===== src/rtl/core/mssd_pkg.sv =====
// Package of the seven-segment driver core: widths, codes, digit decode
// and the divide-by-ten step. Depends on nothing.
package mssd_pkg;

    localparam int OP_W      = 1;
    localparam int VALUE_W   = 16;
    localparam int DIGIT_W   = 4;
    localparam int SEG_W     = 7;
    localparam int EN_W      = 3;
    localparam int CFG_W     = 8;
    localparam int CFG_IDX_W = 1;

    // reciprocal of ten, exact for any 16-bit dividend
    localparam int RECIP_W     = 17;
    localparam int RECIP_SHIFT = 19;
    localparam logic [RECIP_W-1:0] RECIP = 17'd52429;

    localparam logic [OP_W-1:0] OP_TICK = 1'b0;
    localparam logic [OP_W-1:0] OP_LOAD = 1'b1;

    localparam logic [CFG_IDX_W-1:0] CFG_PERIOD = 1'b0;
    localparam logic [CFG_IDX_W-1:0] CFG_BLANK  = 1'b1;

    localparam logic [CFG_W-1:0] PERIOD_RESET = 8'd5;
    localparam logic [CFG_W-1:0] BLANK_RESET  = 8'd1;

    typedef logic [DIGIT_W-1:0] digit_t;

    typedef struct packed {
        logic [VALUE_W-1:0] quo;
        digit_t             rem;
    } div10_t;

    // one decimal digit off the bottom of v
    function automatic div10_t div10(input logic [VALUE_W-1:0] v);
        logic [VALUE_W+RECIP_W-1:0] prod;
        logic [VALUE_W-1:0]         q;
        logic [VALUE_W-1:0]         back;
        div10_t                     r;
        prod  = (VALUE_W+RECIP_W)'(v) * (VALUE_W+RECIP_W)'(RECIP);
        q     = VALUE_W'(prod >> RECIP_SHIFT);
        back  = (q << 3) + (q << 1);
        r.quo = q;
        r.rem = DIGIT_W'(v - back);
        return r;
    endfunction

    // segment pattern, bit0 = a .. bit6 = g; codes above nine stay dark
    function automatic logic [SEG_W-1:0] seg_decode(input digit_t d);
        logic [SEG_W-1:0] s;
        case (d)
            4'd0:    s = 7'h3F;
            4'd1:    s = 7'h06;
            4'd2:    s = 7'h5B;
            4'd3:    s = 7'h4F;
            4'd4:    s = 7'h66;
            4'd5:    s = 7'h6D;
            4'd6:    s = 7'h7D;
            4'd7:    s = 7'h07;
            4'd8:    s = 7'h7F;
            4'd9:    s = 7'h6F;
            default: s = 7'h00;
        endcase
        return s;
    endfunction

endpackage


===== src/rtl/core/mssd_cmd_if.sv =====
// Command channel of the seven-segment driver core: tick or load items.
// Depends on mssd_pkg.
interface mssd_cmd_if;
    import mssd_pkg::*;

    logic               valid;
    logic               ready;
    logic [OP_W-1:0]    op;
    logic [VALUE_W-1:0] value;

    modport source (output valid, op, value, input ready);
    modport sink   (input valid, op, value, output ready);
endinterface


===== src/rtl/core/mssd_drive_if.sv =====
// Drive channel of the seven-segment driver core: segment and common state.
// Depends on mssd_pkg.
interface mssd_drive_if;
    import mssd_pkg::*;

    logic             valid;
    logic             ready;
    logic [SEG_W-1:0] segments;
    logic [EN_W-1:0]  digit_enable;

    modport source (output valid, segments, digit_enable, input ready);
    modport sink   (input valid, segments, digit_enable, output ready);
endinterface


===== src/rtl/core/multiplexed_seven_segment_driver_core.sv =====
// Pipeline: an item's result is offered after it passes the input register,
// one divide-by-ten stage per digit and the drive register.
// Throughput: one item per cycle unless drive.ready stalls; each digit stage holds one constant multiply.
// Reset (rst_n, async, active low): display dark, digits zero, scan at digit 0,
// period 5 and blank time 1; the block takes items in the first cycle after it.
// Depends on mssd_pkg, mssd_cmd_if and mssd_drive_if.
module multiplexed_seven_segment_driver_core #(
    parameter int NUM_DIGITS = 3
) (
    input  logic                               clk,
    input  logic                               rst_n,
    input  logic                               cfg_we,
    input  logic [mssd_pkg::CFG_IDX_W-1:0]     cfg_index,
    input  logic [mssd_pkg::CFG_W-1:0]         cfg_data,
    mssd_cmd_if.sink                           cmd,
    mssd_drive_if.source                       drive
);
    import mssd_pkg::*;

    localparam int IDX_W = (NUM_DIGITS > 1) ? $clog2(NUM_DIGITS) : 1;
    localparam logic [IDX_W-1:0] LAST_IDX = IDX_W'(NUM_DIGITS - 1);

    // pipeline stage 0 is the input register, stage k has k digits done
    logic [NUM_DIGITS:0] vld_reg;
    logic [NUM_DIGITS:0] can;
    logic [OP_W-1:0]     op_reg  [0:NUM_DIGITS];
    logic [VALUE_W-1:0]  quo_reg [0:NUM_DIGITS-1];
    digit_t              dig_reg [0:NUM_DIGITS][0:NUM_DIGITS-1];
    div10_t              div_res [0:NUM_DIGITS-1];

    // configuration and display state
    logic [CFG_W-1:0]    period_reg;
    logic [CFG_W-1:0]    blank_reg;
    digit_t              store_reg [0:NUM_DIGITS-1];
    digit_t              store_next [0:NUM_DIGITS-1];
    logic [IDX_W-1:0]    scan_reg, scan_next;
    logic [CFG_W-1:0]    tick_reg, tick_next;
    logic                blanked_reg, blanked_next;
    logic [SEG_W-1:0]    seg_reg, seg_next;
    logic [EN_W-1:0]     en_reg, en_next;
    logic                out_vld_reg;

    logic                out_can;
    logic                fire;
    logic                light;
    logic [CFG_W-1:0]    per;

    // stall chain: a stage may load when empty or when it moves on
    always_comb
    begin
        out_can = !out_vld_reg || drive.ready;
        can[NUM_DIGITS] = !vld_reg[NUM_DIGITS] || out_can;
        for (int s = NUM_DIGITS - 1; s >= 0; s--)
        begin
            can[s] = !vld_reg[s] || can[s + 1];
        end
    end

    assign cmd.ready = can[0];
    assign fire      = vld_reg[NUM_DIGITS] && out_can;

    // input register
    always_ff @(posedge clk or negedge rst_n)
    begin
        if (!rst_n)
        begin
            vld_reg[0] <= 1'b0;
        end
        else if (can[0])
        begin
            vld_reg[0] <= cmd.valid;
        end
    end

    always_ff @(posedge clk)
    begin
        if (can[0])
        begin
            op_reg[0]  <= cmd.op;
            quo_reg[0] <= cmd.value;
            for (int k = 0; k < NUM_DIGITS; k++)
            begin
                dig_reg[0][k] <= '0;
            end
        end
    end

    // one divide-by-ten per stage, least significant digit first
    for (genvar g = 1; g <= NUM_DIGITS; g++)
    begin : g_stage
        assign div_res[g-1] = div10(quo_reg[g-1]);

        always_ff @(posedge clk or negedge rst_n)
        begin
            if (!rst_n)
            begin
                vld_reg[g] <= 1'b0;
            end
            else if (can[g])
            begin
                vld_reg[g] <= vld_reg[g-1];
            end
        end

        always_ff @(posedge clk)
        begin
            if (can[g])
            begin
                op_reg[g] <= op_reg[g-1];
                for (int k = 0; k < NUM_DIGITS; k++)
                begin
                    dig_reg[g][k] <= (k == NUM_DIGITS - g) ? div_res[g-1].rem
                                                           : dig_reg[g-1][k];
                end
            end
        end

        if (g < NUM_DIGITS)
        begin : g_quo
            always_ff @(posedge clk)
            begin
                if (can[g])
                begin
                    quo_reg[g] <= div_res[g-1].quo;
                end
            end
        end
    end

    // scanner and digit store update for the item leaving the last stage
    assign per = (period_reg == '0) ? CFG_W'(1) : period_reg;

    always_comb
    begin
        light        = 1'b0;
        store_next   = store_reg;
        scan_next    = scan_reg;
        tick_next    = tick_reg;
        blanked_next = blanked_reg;
        seg_next     = seg_reg;
        en_next      = en_reg;

        if (op_reg[NUM_DIGITS] == OP_LOAD)
        begin
            store_next = dig_reg[NUM_DIGITS];
        end
        else
        begin
            tick_next = (tick_reg == '1) ? tick_reg : tick_reg + 1'b1;
            if (!blanked_reg)
            begin
                if (tick_next >= per)
                begin
                    seg_next     = '0;
                    en_next      = '0;
                    tick_next    = '0;
                    blanked_next = 1'b1;
                    light        = (blank_reg == '0);
                end
            end
            else if (tick_next >= blank_reg)
            begin
                light = 1'b1;
            end
        end

        if (light)
        begin
            seg_next = seg_decode(store_reg[scan_reg]);
            for (int b = 0; b < EN_W; b++)
            begin
                en_next[b] = (int'(scan_reg) == b);
            end
            scan_next    = (scan_reg == LAST_IDX) ? '0 : scan_reg + 1'b1;
            blanked_next = 1'b0;
        end
    end

    // state, drive register and configuration
    always_ff @(posedge clk or negedge rst_n)
    begin
        if (!rst_n)
        begin
            period_reg  <= PERIOD_RESET;
            blank_reg   <= BLANK_RESET;
            for (int k = 0; k < NUM_DIGITS; k++)
            begin
                store_reg[k] <= '0;
            end
            scan_reg    <= '0;
            tick_reg    <= '0;
            blanked_reg <= 1'b0;
            seg_reg     <= '0;
            en_reg      <= '0;
            out_vld_reg <= 1'b0;
        end
        else
        begin
            if (cfg_we)
            begin
                case (cfg_index)
                    CFG_PERIOD: period_reg <= cfg_data;
                    CFG_BLANK:  blank_reg  <= cfg_data;
                    default:    ;
                endcase
            end

            if (fire)
            begin
                store_reg   <= store_next;
                scan_reg    <= scan_next;
                tick_reg    <= tick_next;
                blanked_reg <= blanked_next;
                seg_reg     <= seg_next;
                en_reg      <= en_next;
                out_vld_reg <= 1'b1;
            end
            else if (drive.ready)
            begin
                out_vld_reg <= 1'b0;
            end
        end
    end

    assign drive.valid        = out_vld_reg;
    assign drive.segments     = seg_reg;
    assign drive.digit_enable = en_reg;

endmodule


===== src/flat_wrapper.sv =====
// flat-port wrapper written by rule: the top's interface ports become plain ports
module multiplexed_seven_segment_driver_core_flat import mssd_pkg::*;
#(
    parameter int NUM_DIGITS = 3
)
  (clk, rst_n, cfg_we, cfg_index, cfg_data, cmd_valid, cmd_op, cmd_value, cmd_ready, drive_valid, drive_segments, drive_digit_enable, drive_ready);
  mssd_cmd_if cmd_i ();
  mssd_drive_if drive_i ();
  input  logic clk;
  input  logic rst_n;
  input  logic cfg_we;
  input  logic [mssd_pkg::CFG_IDX_W-1:0] cfg_index;
  input  logic [mssd_pkg::CFG_W-1:0] cfg_data;
  input wire logic [$bits(cmd_i.valid)-1:0] cmd_valid;
  input wire logic [$bits(cmd_i.op)-1:0] cmd_op;
  input wire logic [$bits(cmd_i.value)-1:0] cmd_value;
  output wire logic [$bits(cmd_i.ready)-1:0] cmd_ready;
  output wire logic [$bits(drive_i.valid)-1:0] drive_valid;
  output wire logic [$bits(drive_i.segments)-1:0] drive_segments;
  output wire logic [$bits(drive_i.digit_enable)-1:0] drive_digit_enable;
  input wire logic [$bits(drive_i.ready)-1:0] drive_ready;
  assign cmd_i.valid = cmd_valid;
  assign cmd_i.op = cmd_op;
  assign cmd_i.value = cmd_value;
  assign cmd_ready = cmd_i.ready;
  assign drive_valid = drive_i.valid;
  assign drive_segments = drive_i.segments;
  assign drive_digit_enable = drive_i.digit_enable;
  assign drive_i.ready = drive_ready;
  multiplexed_seven_segment_driver_core #(.NUM_DIGITS(NUM_DIGITS)) u_core (.clk(clk), .rst_n(rst_n), .cfg_we(cfg_we), .cfg_index(cfg_index), .cfg_data(cfg_data), .cmd(cmd_i), .drive(drive_i));
endmodule

===== config.mk =====
export PLATFORM = sky130hd
export DESIGN_NAME = multiplexed_seven_segment_driver_core_flat
export DESIGN_NICKNAME = d
export VERILOG_FILES = /design/src/rtl/core/mssd_pkg.sv /design/src/rtl/core/mssd_cmd_if.sv /design/src/rtl/core/mssd_drive_if.sv /design/src/rtl/core/multiplexed_seven_segment_driver_core.sv /design/src/flat_wrapper.sv
export SDC_FILE = /design/constraint.sdc
export NUM_CORES = 1
export LEC_CHECK = 0
export BUFFER_PORTS_ARGS = -buffer_cell sky130_fd_sc_hd__buf_2
export CAP_MARGIN = 20
export CELL_PAD_IN_SITES_DETAIL_PLACEMENT = 2
export CELL_PAD_IN_SITES_GLOBAL_PLACEMENT = 2
export CORE_ASPECT_RATIO = 1.5
export CORE_UTILIZATION = 39
export CTS_CLUSTER_DIAMETER = 30
export DETAILED_ROUTE_END_ITERATION = 7
export GPL_TIMING_DRIVEN = 0
export PLACE_DENSITY = 0.73
export SYNTH_ARGS = -nofsm -noshare
export SYNTH_HDL_FRONTEND = slang
export SYNTH_SLANG_ARGS = --single-unit

===== constraint.sdc =====
create_clock -name clk -period 8.14 [get_ports clk]
set_clock_uncertainty 0.15 [all_clocks]
set_input_delay 2.035 -clock clk [delete_from_list [all_inputs] [get_ports clk]]
set_output_delay 2.035 -clock clk [all_outputs]
set_load 0.02 [all_outputs]

==> PnR_summary.wiki, run 1 <==
{| class="wikitable"
! Metric !! Value
|-
| Detailed-route DRC error count || 0
|-
| Number of violations reported at the end of detailed-routing iteration 0 || between 200 and 300
|-
| CP most frequent cell || fa_1
|-
| Share of the yosys chip area belonging to registers || 0.2136
|-
| Max-slew violation total from the final report || 0
|-
| Share of the cycle needed by the critical path after routing || 0.8690
|-
| Highest clock rate || 141.4 MHz
|-
| Result of the run || finished, final reports clean
|-
| Clock tree from TritonCTS || yes
|-
| Core region area || slightly above 40,000 um2
|-
| First-pass GRT wire length || approximately 67,000 um
|-
| Site Rows || a little over 90
|-
| Number of optimization iterations in the first detailed-route pass || 4
|-
| Warning count from the yosys run || 0
|-
| Final Hold Viols || 0
|-
| WL/cell || roughly 20 um
|-
| Post-synthesis net count || 2,085
|-
| Cell area after technology mapping || roughly 16,000 um2
|-
| Biggest area contributors in the synthesized netlist || ha_1 28%, fa_1 24%, edfxtp_1 13%
|-
| Number of I/O port buffers || 42
|-
| Sum of buffers and inverters on the critical path || 4
|-
| Transition at the pin with the smallest max-transition slack || 0.8559 ns
|-
| Maximum clock insertion buffer count || 2
|-
| Hold WC Path Type || reg -> reg
|-
| Die extent in x || about 170 um
|-
| Critical Path, Cell by Cell || ha_1 > inv_1 > fa_1 > inv_1 > fa_1 > fa_1 > fa_1 > inv_1 > fa_1 > inv_1 > ha_1 > o21ai_0 > nor2_1 > o2111ai_1 > a31oi_1 > a21oi_1 > xnor2_1 > ha_1 > xor2_1 > xnor2_1 > xnor2_1 > xnor3_1
|-
| Library cell with the largest summed area after synthesis || ha_1
|-
| Seq cells post-synth || around 120
|-
| Crit start category || flop
|-
| Relative max-transition margin || 0.4280
|-
| Arrival time at the worst endpoint || between 7 and 8 ns
|-
| Number of buffers inserted to repair setup after CTS || 0
|-
| Routed vias/inst || just over 5
|-
| Flip-flop count of the largest register, all copies and words added || 42
|-
| Setup repair after global routing missed its margin || false
|-
| Combined global-route utilization of all metal layers || 0.2077
|-
| Async set or reset register ratio after synthesis || 0.4355
|-
| Initial core utilization || 0.3948
|-
| Worst stage delay on the critical path || 0.55 ns
|-
| Distinct cell type count of the synthesized netlist || 68
|-
| Portion of synthesized cell area occupied by the leading cell type || 0.2845
|-
| Post-layout net count || between 2,000 and 2,500
|-
| Number of buffers inserted for hold repair after clock tree synthesis || 0
|-
| Root Buffer || clkbuf_16
|-
| Post-Route WL || between 40,000 and 50,000 um
|-
| Most frequent cells after synthesis || 434 x inv_1, 368 x ha_1, 195 x fa_1, 70 x edfxtp_1, 51 x dfrtp_1
|-
| Cell total after placement || between 2,000 and 2,500
|-
| Cell with the most instances after synthesis || inv_1
|-
| Area growth syn-to-layout || 9.154%
|-
| Count of max-cap constraint violations || 0
|-
| Average size of a mapped cell || roughly 11 um2
|-
| Share of post-route cells with drive strength above 1 || 0.08036
|-
| Antenna diode instance count || 0
|-
| Die height || about 250 um
|-
| Antenna violations before repair || 0
|-
| Cell with the biggest individual delay on the critical path || edfxtp_1
|-
| Insertion delay of the later-clocked pin in the worst-skew pair || roughly 0.44 ns
|-
| Deepest level of the CTS H-tree || 4
|-
| Start-to-end type of the worst setup path || reg -> reg
|-
| Count of pins on the block boundary || 43
|-
| Gr ovfl total || 0
|-
| Total CTS buffers || 17
|-
| Number of endpoints failing setup at the final stage || 0
|-
| Post-synthesis instance total || ~1,500
|-
| Time the final worst path needs with I/O delays and setup || between 7 and 8 ns
|-
| Data required time of the worst path || around 8.2 ns
|-
| Dominant register cell in the synthesized netlist || edfxtp_1
|-
| Number of resized instances in the post-cts repair step || 0
|-
| EDFF count, synth || 70
|-
| Vias in the first global route || between 10,000 and 15,000
|-
| Highest net fanout along the worst path || 6
|-
| Total negative slack || 0 ns
|-
| Routability Congestion || between 0.8 and 0.9
|-
| Reg clk slew, reported paths || 0.06 ns
|-
| Largest net degree at the start of global routing || 39
|-
| Total via count after detailed routing || roughly 11,000
|-
| Antenna Nets Post-Route || 0
|-
| Area of the die || 42,330 um2
|-
| Dominant delay contributor by cell family on the critical path || adder cells
|-
| DP Wirelength || 35,710 um
|-
| Clock sink total || 124
|-
| Post-route non-filler standard cell count || slightly above 2,000
|-
| Crit. End Element || flop
|}
[layer usage]
layer	part of all wire	track usage	up-vias	wire, um
li1	-	-	4936	-
met1	0.35	0.2020	5530	14150
met2	0.61	0.4384	87	24720
met3	0.013	0.02149	60	508
met4	0.029	0.07117	0	1193
met5	0	0	-	0
[cell usage in the layout (no fill, tap or decap), types with 6 or more instances in the layout]
master / count
inv_1: 434
ha_1: 368
fa_1: 195
edfxtp_1: 70
dfrtp_1: 51
buf_2: 44
xnor2_1: 38
a21oi_1: 33
nand2_1: 32
nor2_1: 30
o21ai_0: 28
mux2_2: 24
xor2_1: 19
a21o_1: 18
clkbuf_16: 18
nand3_1: 14
nor3_1: 11
nand2b_1: 10
nand4_1: 8
o32ai_1: 8
o21a_1: 6
a31oi_1: 6
a22o_1: 6
[worst register-to-register path, delay by kind of cell, from the launching register on]
family	cells	cell delay [ns]
AOI/OAI and AO/OA	4	0.94
xor gates and xnor gates	5	1.11
adders and majority gates	8	3.60
DFF	1	0.55
buffers and inverters	4	0.25
and+or+nand+nor	1	0.22
[worst paths after layout]
| check | startpoint | end | slack (ns) | depth (start not counted) |
|---|---|---|---|---|
| hold / removal | u_core.dig_reg[2][2] | u_core.dig_reg[3][2] | 0.27 | 0 |
| hold reg to reg | u_core.dig_reg[2][2] | u_core.dig_reg[3][2] | 0.27 | 0 |
| min in group asynchronous | rst_n | u_core.period_reg[3] | 1.39 | 1 |
| setup reg to reg | u_core.quo_reg[0][33] | u_core.dig_reg[3][11] | 1.07 | 22 |
| setup / recovery | u_core.quo_reg[0][33] | u_core.dig_reg[3][11] | 1.07 | 22 |
| max in group asynchronous | rst_n | u_core.period_reg[2] | 5.85 | 2 |
[kinds of logic (layout without fill, tap and decap cells)]
group	after synthesis	in the layout	share of synthesized area
XOR/XNOR	58	58	0.03224
multiplexers	30	30	0.02049
AO/OA/AOI/OAI	143	143	0.06370
adder cells (fa/ha/maj)	563	563	0.5257
flip-flops	124	124	0.2136
buffers and inverters	441	518	0.1031
AND/OR/NAND/NOR	132	132	0.04113
[stage by stage]
stage / util / area (um2) / worst slack, ns / hold slack [ns]
after global routing: 0.4310 / 17670 / 0.8039 / 0.2774
after floorplan: - / 16180 / 2.055 / 0.2503
after detailed placement: 0.4168 / 17080 / 0.9817 / 0.2552
after global placement: 0.4156 / 17030 / 1.131 / 0.2528
after CTS: 0.4310 / 17670 / 0.9337 / 0.2708
final: 0.4310 / 17670 / 1.066 / 0.2671
[final cells by class]
cell class	instances	area [um2]
Inverter	434	1629
Multi-Input combinational cell	926	11060
Timing Repair Buffer	45	260.3
Clock buffer	19	454.2
Sequential cell	124	3457
Buffer	7	40.04
Fill cell	4330	23320
Tap cell	511	639.4
Clock inverter	13	127.6
Power of run 1 is not shown: default switching activity piles up to over one toggle a cycle in this logic, so the estimate is an artifact.
==> run 2, diff against run 1 <==
Settings changed: CORE_UTILIZATION 39 to 44, PLACE_DENSITY 0.73 to 0.81.
Clock period 8.14 ns to 6.51 ns, I/O delays scaled along.
==> run 2 against run 1 <==
The flow now finishes with violations (negative setup slack). Die area decreased by 11%. Non-clock buffer count increased by 53. Routed wire length up 78%. Final area up 4.2%. Setup slack got worse by 1.3 ns. Critical endpoint is now u_core.dig_reg[2][7]. Largest cell class unchanged.
==> PnR_summary.wiki, run 2 (synthesis gave the netlist of run 1 again) <==
{| class="wikitable"
! Metric !! Value
|-
| Arrival time at the worst endpoint || 6.82 ns (was 7.09 ns)
|-
| Max-slew violation total from the final report || 0 (unchanged)
|-
| Setup repair after global routing missed its margin || true (was false)
|-
| Antenna violations before repair || 0 (unchanged)
|-
| Critical Path, Cell by Cell || ha_1 > inv_1 > ha_1 > inv_1 > fa_1 > inv_1 > fa_1 > fa_1 > inv_1 > fa_1 > inv_1 > ha_4 > nand3_1 > nor2_1 > nand2_1 > o21ai_1 > a221o_1 > a21oi_2 > xnor2_1 > ha_1 > xnor2_1 > xnor2_1 > xnor2_1 (was ha_1 > inv_1 > fa_1 > inv_1 > fa_1 > fa_1 > fa_1 > inv_1 > fa_1 > inv_1 > ha_1 > o21ai_0 > nor2_1 > o2111ai_1 > a31oi_1 > a21oi_1 > xnor2_1 > ha_1 > xor2_1 > xnor2_1 > xnor2_1 > xnor3_1)
|-
| Number of buffers inserted for hold repair after clock tree synthesis || 0 (unchanged)
|-
| Hold WC Path Type || reg -> reg (unchanged)
|-
| Worst Hold Launch || u_core.op_reg[1] (was u_core.dig_reg[2][2])
|-
| Root Buffer || clkbuf_16 (unchanged)
|-
| Worst Hold Margin || 0.2861 ns (was 0.2671 ns)
|-
| Relative max-transition margin || 0.3700 (was 0.4280)
|-
| Area of placed instances || 17,030 um2 (was 17,080 um2)
|-
| Core region area || 36,050 um2 (was 40,990 um2)
|-
| Die height || 236.9 um (was 251.5 um)
|-
| Commonest non-fill, non-tap cells in the layout || 428 x inv_1, 350 x ha_1, 194 x fa_1, 70 x edfxtp_1, 51 x dfrtp_1 (was 434 x inv_1, 368 x ha_1, 195 x fa_1, 70 x edfxtp_1, 51 x dfrtp_1)
|-
| Post-layout net count || 2,202 (was 2,149)
|-
| Reg clk slew, reported paths || 0.08 ns (was 0.06 ns)
|-
| Detailed-route DRC error count || 0 (unchanged)
|-
| Insertion delay of the later-clocked pin in the worst-skew pair || 0.47 ns (was 0.44 ns)
|-
| DP Wirelength || 38,850 um (was 35,710 um)
|-
| Total negative slack || -1.581 ns (was 0 ns)
|-
| Capture endpoint of the worst hold path || u_core.op_reg[2] (was u_core.dig_reg[3][2])
|-
| Area of the die || 37,570 um2 (was 42,330 um2)
|-
| Number of cells on the worst reg-to-reg path || 23 (was 22)
|-
| Result of the run || finished, violations left (was finished, final reports clean)
|-
| Worst stage delay on the critical path || 0.66 ns (was 0.55 ns)
|-
| Hold Path Depth || 0 (unchanged)
|-
| Initial core utilization || 0.4489 (was 0.3948)
|-
| Number of I/O port buffers || 42 (unchanged)
|-
| Number of optimization iterations in the first detailed-route pass || 5 (was 4)
|-
| CP most frequent cell || inv_1 (was fa_1)
|-
| Die extent in x || 158.6 um (was 168.3 um)
|-
| Transition at the pin with the smallest max-transition slack || 0.9427 ns (was 0.8559 ns)
|-
| Post-route standard cell area excluding fillers || 18,410 um2 (was 17,670 um2)
|-
| Total via count after detailed routing || 12,550 (was 10,610)
|-
| Antenna diode instance count || 0 (unchanged)
|-
| Start-to-end type of the worst setup path || reg -> reg (unchanged)
|-
| Routability Congestion || 0.8685 (was 0.8433)
|-
| Flip-flop count of the largest register, all copies and words added || 42 (unchanged)
|-
| Cell with the biggest individual delay on the critical path || fa_1 (was edfxtp_1)
|-
| Data required time of the worst path || 6.56 ns (was 8.16 ns)
|-
| Number of violations reported at the end of detailed-routing iteration 0 || 709 (was 264)
|-
| Highest clock rate || 147.6 MHz (was 141.4 MHz)
|-
| Share of the cycle needed by the critical path after routing || 1.040 (was 0.8690)
|-
| WL/cell || 34.36 um (was 19.51 um)
|-
| Crit. End Element || flop (unchanged)
|-
| Gr ovfl total || 0 (unchanged)
|-
| Vias in the first global route || 14,760 (was 12,860)
|-
| Clock tree from TritonCTS || yes (unchanged)
|-
| Post-Route WL || 72,120 um (was 40,570 um)
|-
| Dominant delay contributor by cell family on the critical path || adder cells (unchanged)
|-
| Count of pins on the block boundary || 43 (unchanged)
|-
| Final Core Density || 0.5105 (was 0.4310)
|-
| Maximum clock insertion buffer count || 2 (unchanged)
|-
| Total CTS buffers || 17 (unchanged)
|-
| Highest net fanout along the worst path || 4 (was 6)
|-
| Final Hold Viols || 0 (unchanged)
|-
| Time the final worst path needs with I/O delays and setup || 6.773 ns (was 7.074 ns)
|-
| Crit start category || flop (unchanged)
|-
| Most common library cell in the layout ignoring fill and taps || inv_1 (unchanged)
|-
| Number of endpoints failing setup at the final stage || 14 (was 0)
|-
| Area growth syn-to-layout || 13.72% (was 9.154%)
|-
| Share of post-route cells with drive strength above 1 || 0.1419 (was 0.08036)
|-
| Reg-to-reg critical path startpoint || u_core.quo_reg[0][17] (was u_core.quo_reg[0][33])
|-
| Sum of buffers and inverters on the critical path || 5 (was 4)
|-
| Count of max-cap constraint violations || 0 (unchanged)
|-
| Violations in the final reports || negative setup slack
|-
| Register-to-register path setup slack || -0.26 ns (was 1.07 ns)
|-
| First-pass GRT wire length || 91,690 um (was 67,070 um)
|-
| Antenna Nets Post-Route || 0 (unchanged)
|-
| Site Rows || 85 (was 91)
|-
| Post-route setup slack || -0.2633 ns (was 1.066 ns)
|-
| End of the worst register-to-register path || u_core.dig_reg[2][7] (was u_core.dig_reg[3][11])
|-
| Largest net degree at the start of global routing || 32 (was 39)
|-
| Routed vias/inst || 5.979 (was 5.105)
|-
| Clock sink total || 124 (unchanged)
|-
| Deepest level of the CTS H-tree || 4 (unchanged)
|-
| Combined global-route utilization of all metal layers || 0.3435 (was 0.2077)
|}
==> run 2: cell count changes in the layout (fill, tap and decap cells not counted), sizes merged <==
cell	delta
clkinv	-1
buf	+53
bufinv	-1
inv	+2
==> run 2: through the flow <==
| stage | setup WS, ns | cells |
|---|---|---|
| 2_1_floorplan | 0.4249 | 1491 |
| 3_3_place_gp | -0.5000 | 2011 |
| 3_5_place_dp | -0.7262 | 2013 |
| 4_1_cts | -0.02315 | 2070 |
| 5_1_grt | -0.3475 | 2099 |
| 6_report | -0.2633 | 2099 |
==> run 2: timing repair <==
action	4_1_cts	5_1_grt
pin swaps	11	41
buffers inserted	25	28
setup endpoints to repair	8	8
resized for setup	35	43
==> run 2: layout make-up <==
type / instances / area [um2]
clock inverters: 13 / 101.3
inverters: 434 / 1632
multi-input cells: 926 / 11450
plain buffers: 7 / 40.04
well taps: 478 / 598.1
clock buffers: 19 / 454.2
fillers: 3552 / 17650
repair buffers: 98 / 673.1
flip-flops and latches: 124 / 3457
==> run 2: worst max-delay path by stage <==
stage                           from               endpoint  slack, ns  depth (start not counted)
2_1_floorplan  u_core.quo_reg[0][33]  u_core.dig_reg[3][11]       0.42                         22
6_report       u_core.quo_reg[0][17]   u_core.dig_reg[2][7]      -0.26                         23
3_5_place_dp   u_core.quo_reg[0][33]  u_core.dig_reg[3][11]      -0.73                         22
3_3_place_gp   u_core.quo_reg[0][33]  u_core.dig_reg[3][11]      -0.50                         22
5_1_grt        u_core.quo_reg[0][17]   u_core.dig_reg[2][7]      -0.35                         23
4_1_cts        u_core.quo_reg[0][33]  u_core.dig_reg[3][11]      -0.02                         24
==> run 2: routing by layer <==
layer,share of wire,GRT usage
met3,0.054,0.05509
met5,0,0
met2,0.52,0.6555
met1,0.31,0.3226
met4,0.12,0.2430
Power of run 2 is left out for the same reason.
==> run 3, diff against run 2 <==
Settings changed: ABC_AREA set to 1, CORE_UTILIZATION 44 to 40, PLACE_DENSITY 0.81 to 0.79.
==> run 3 against run 2 <==
The run now ends clean. First-iteration DRC count decreased by 45%. Die area rose by 18%. Flip-flop and latch count is the same. Final area up 6.0%. Fmax increased by 5.5%. Worst hold slack worse by 0.022 ns. Clock-buffer cell count is 2 lower. Register-to-register slack better by 0.35 ns. Sequential share of layout area decreased by 1.1 points. Synthesized cell count rose by 29%.
==> PnR_summary.wiki, run 3 <==
{| class="wikitable"
! Metric !! Value
|-
| Async set or reset register ratio after synthesis || 0.4355 (unchanged)
|-
| Data required time of the worst path || 6.58 ns (was 6.56 ns)
|-
| Number of cells on the worst reg-to-reg path || 28 (was 23)
|-
| Total CTS buffers || 17 (unchanged)
|-
| Post-route standard cell area excluding fillers || 19,520 um2 (was 18,410 um2)
|-
| Gr ovfl total || 0 (unchanged)
|-
| Register-to-register path setup slack || 0.09 ns (was -0.26 ns)
|-
| Most common library cell in the layout ignoring fill and taps || inv_1 (unchanged)
|-
| Share of the yosys chip area belonging to registers || 0.1980 (was 0.2136)
|-
| Simple-gate share of the synthesized area || 0.1120 (was 0.04113)
|-
| Root Buffer || clkbuf_16 (unchanged)
|-
| CP most frequent cell || fa_1 (was inv_1)
|-
| Average size of a mapped cell || 9.045 um2 (was 10.85 um2)
|-
| End of the worst register-to-register path || u_core.dig_reg[3][11] (was u_core.dig_reg[2][7])
|-
| DP Wirelength || 46,340 um (was 38,850 um)
|-
| Post-layout net count || 2,616 (was 2,202)
|-
| Flip-flop count of the largest register, all copies and words added || 42 (unchanged)
|-
| Area share of xor/xnor cells in the synthesized design || 0.01985 (was 0.03224)
|-
| Multiplexer share of the synthesized area || 0.004515 (was 0.02049)
|-
| WL/cell || 22.08 um (was 34.36 um)
|-
| Time the final worst path needs with I/O delays and setup || 6.421 ns (was 6.773 ns)
|-
| Insertion delay of the later-clocked pin in the worst-skew pair || 0.46 ns (was 0.47 ns)
|-
| Antenna violations before repair || 0 (unchanged)
|-
| Highest clock rate || 155.7 MHz (was 147.6 MHz)
|-
| Biggest area contributors in the synthesized netlist || ha_1 26%, fa_1 22%, edfxtp_1 12% (was ha_1 28%, fa_1 24%, edfxtp_1 13%)
|-
| Distinct cell type count of the synthesized netlist || 40 (was 68)
|-
| Share of post-route cells with drive strength above 1 || 0.09140 (was 0.1419)
|-
| Count of filler cells inserted in the layout || 4,643 (was 3,552)
|-
| First-pass GRT wire length || 90,420 um (was 91,690 um)
|-
| Post-synthesis net count || 2,524 (was 2,085)
|-
| Setup repair after global routing missed its margin || true (unchanged)
|-
| Combined global-route utilization of all metal layers || 0.2661 (was 0.3435)
|-
| Core region area || 42,940 um2 (was 36,050 um2)
|-
| Antenna diode instance count || 0 (unchanged)
|-
| EDFF count, synth || 70 (unchanged)
|-
| Share of the cycle needed by the critical path after routing || 0.9864 (was 1.040)
|-
| Number of I/O port buffers || 42 (unchanged)
|-
| Area of placed instances || 18,400 um2 (was 17,030 um2)
|-
| Die extent in x || 172.6 um (was 158.6 um)
|-
| Seq cells post-synth || 124 (unchanged)
|-
| Largest net degree at the start of global routing || 31 (was 32)
|-
| Hold WC Path Type || reg -> reg (unchanged)
|-
| Compound-Gate Fraction of Synth Area || 0.06286 (was 0.06370)
|-
| Die height || 257.9 um (was 236.9 um)
|-
| Arrival time at the worst endpoint || 6.49 ns (was 6.82 ns)
|-
| Most frequent cells after synthesis || 524 x inv_1, 368 x ha_1, 269 x nand2_1, 195 x fa_1, 89 x a21oi_1 (was 434 x inv_1, 368 x ha_1, 195 x fa_1, 70 x edfxtp_1, 51 x dfrtp_1)
|-
| Deepest level of the CTS H-tree || 4 (unchanged)
|-
| Number of endpoints failing setup at the final stage || 0 (was 14)
|-
| Commonest non-fill, non-tap cells in the layout || 518 x inv_1, 349 x ha_1, 263 x nand2_1, 193 x fa_1, 86 x a21oi_1 (was 428 x inv_1, 350 x ha_1, 194 x fa_1, 70 x edfxtp_1, 51 x dfrtp_1)
|-
| Post-synthesis instance total || 1,930 (was 1,491)
|-
| Critical path destination || u_core.dig_reg[3][11] (was u_core.dig_reg[2][7])
|-
| Portion of synthesized cell area occupied by the leading cell type || 0.2638 (was 0.2845)
|-
| Adder-cell share of the synthesized area || 0.4874 (was 0.5257)
|-
| Detailed-route DRC error count || 0 (unchanged)
|-
| Vias in the first global route || 16,640 (was 14,760)
|-
| Number of violations reported at the end of detailed-routing iteration 0 || 387 (was 709)
|-
| Crit start category || flop (unchanged)
|-
| Cell area after technology mapping || 17,460 um2 (was 16,180 um2)
|-
| Transition at the pin with the smallest max-transition slack || 0.9753 ns (was 0.9427 ns)
|-
| Clock tree from TritonCTS || yes (unchanged)
|-
| Number of buffers inserted for hold repair after clock tree synthesis || 0 (unchanged)
|-
| Max-slew violation total from the final report || 0 (unchanged)
|-
| Number of optimization iterations in the first detailed-route pass || 4 (was 5)
|-
| Library cell with the largest summed area after synthesis || ha_1 (unchanged)
|-
| Main combinational cell family by area after synthesis || adder cells (unchanged)
|-
| Maximum clock insertion buffer count || 2 (unchanged)
|-
| Cell with the most instances after synthesis || inv_1 (unchanged)
|-
| Highest net fanout along the worst path || 4 (unchanged)
|-
| Site Rows || 93 (was 85)
|-
| Post-Place Setup Slack || -0.1180 ns (was -0.7262 ns)
|-
| Area growth syn-to-layout || 11.81% (was 13.72%)
|-
| Initial core utilization || 0.4066 (was 0.4489)
|-
| Clock sink total || 124 (unchanged)
|-
| Worst stage delay on the critical path || 0.55 ns (was 0.66 ns)
|-
| Result of the run || finished, final reports clean (was finished, violations left)
|-
| Routability Congestion || 0.8718 (was 0.8685)
|-
| Post-Route WL || 57,520 um (was 72,120 um)
|-
| Final Hold Viols || 0 (unchanged)
|-
| Area of the die || 44,500 um2 (was 37,570 um2)
|-
| Relative max-transition margin || 0.3491 (was 0.3700)
|-
| Total negative slack || 0 ns (was -1.581 ns)
|-
| Dominant register cell in the synthesized netlist || edfxtp_1 (unchanged)
|-
| Reg-to-reg critical path startpoint || u_core.quo_reg[0][34] (was u_core.quo_reg[0][17])
|-
| Cell with the biggest individual delay on the critical path || edfxtp_1 (was fa_1)
|-
| Warning count from the yosys run || 0 (unchanged)
|-
| Crit. End Element || flop (unchanged)
|-
| Start-to-end type of the worst setup path || reg -> reg (unchanged)
|-
| Routed vias/inst || 5.195 (was 5.979)
|-
| Count of max-cap constraint violations || 0 (unchanged)
|-
| Total via count after detailed routing || 13,530 (was 12,550)
|-
| Reg clk slew, reported paths || 0.07 ns (was 0.08 ns)
|-
| Post-route setup slack || 0.08860 ns (was -0.2633 ns)
|-
| Antenna Nets Post-Route || 0 (unchanged)
|-
| Startpoint of the most critical setup path || u_core.quo_reg[0][34] (was u_core.quo_reg[0][17])
|-
| Count of pins on the block boundary || 43 (unchanged)
|}
[run 3: cell types whose count changed after synthesis, moves of 39 or more]
cell and delta:
nor2_1 +55, nand2_1 +237, inv_1 +90, a21oi_1 +56, o21ai_0 +39, nand3_1 +42
[run 3: worst min-delay path by stage]
| stage | startpoint | endpoint | slack (ns) | depth (start not counted) |
|---|---|---|---|---|
| finish | u_core.op_reg[2] | u_core.op_reg[3] | 0.26 | 0 |
| CTS | u_core.op_reg[2] | u_core.op_reg[3] | 0.26 | 0 |
| global route | u_core.op_reg[2] | u_core.op_reg[3] | 0.27 | 0 |
| detailed placement | u_core.dig_reg[2][7] | u_core.dig_reg[3][7] | 0.26 | 0 |
| global placement | u_core.dig_reg[2][0] | u_core.dig_reg[3][0] | 0.26 | 0 |
| floorplan | u_core.dig_reg[1][0] | u_core.dig_reg[2][0] | 0.25 | 0 |
[run 3: per-stage QoR]
stage                       util  hold slack, ns  std cells
after floorplan                -          0.2503       1930
after global placement    0.4281          0.2565       2542
after detailed placement  0.4285          0.2561       2543
after CTS                 0.4486          0.2641       2594
after global routing      0.4546          0.2665       2605
final                     0.4546          0.2643       2605
[run 3: metal layers]
metal / wire, um / global-route usage / share of wire / vias up
met3: 928 / 0.02709 / 0.016 / 154
met1: 20820 / 0.2626 / 0.36 / 6912
met4: 3074 / 0.1364 / 0.053 / 0
met2: 32690 / 0.5385 / 0.57 / 208
met5: 0 / 0 / 0 / -
li1: - / - / - / 6259
[run 3: logic make-up (layout without fill, tap and decap cells)]
group	count (synthesis)	count (layout)
flops	124	124
compound gates	198	198
xor+xnor	37	37
mux	7	7
buf+inv	536	641
fa+ha+maj	563	563
simple gates	465	465
[run 3: timing repair]
item | 4_1_cts | 5_1_grt
resized for setup | 20 | 35
pin swaps | 7 | 19
setup buffers | 19 | 11
endpoints found under the setup margin | 1 | 2
[run 3: area by class of cell]
class                   count  area [um2]  share of cell area
repair buffers             73       462.9             0.02372
flip-flops and latches    124        3457              0.1771
plain buffers               5       21.27            0.001090
inverters                 531        1996              0.1022
clock inverters            15       180.2            0.009231
multi-input cells        1270       12260              0.6283
well taps                 570       713.2             0.03654
clock buffers              17       425.4             0.02179
[run 3: worst max-delay path: cells and delay by family, from the launching register on]
family	cells	cell delay, ns
and+or+nand+nor	10	1.07
AOI/OAI and AO/OA	1	0.15
buffers and inverters	7	0.45
DFF	1	0.55
xor gates and xnor gates	2	0.34
adders and majority gates	8	3.46
Power of run 3 is left out for the same reason.
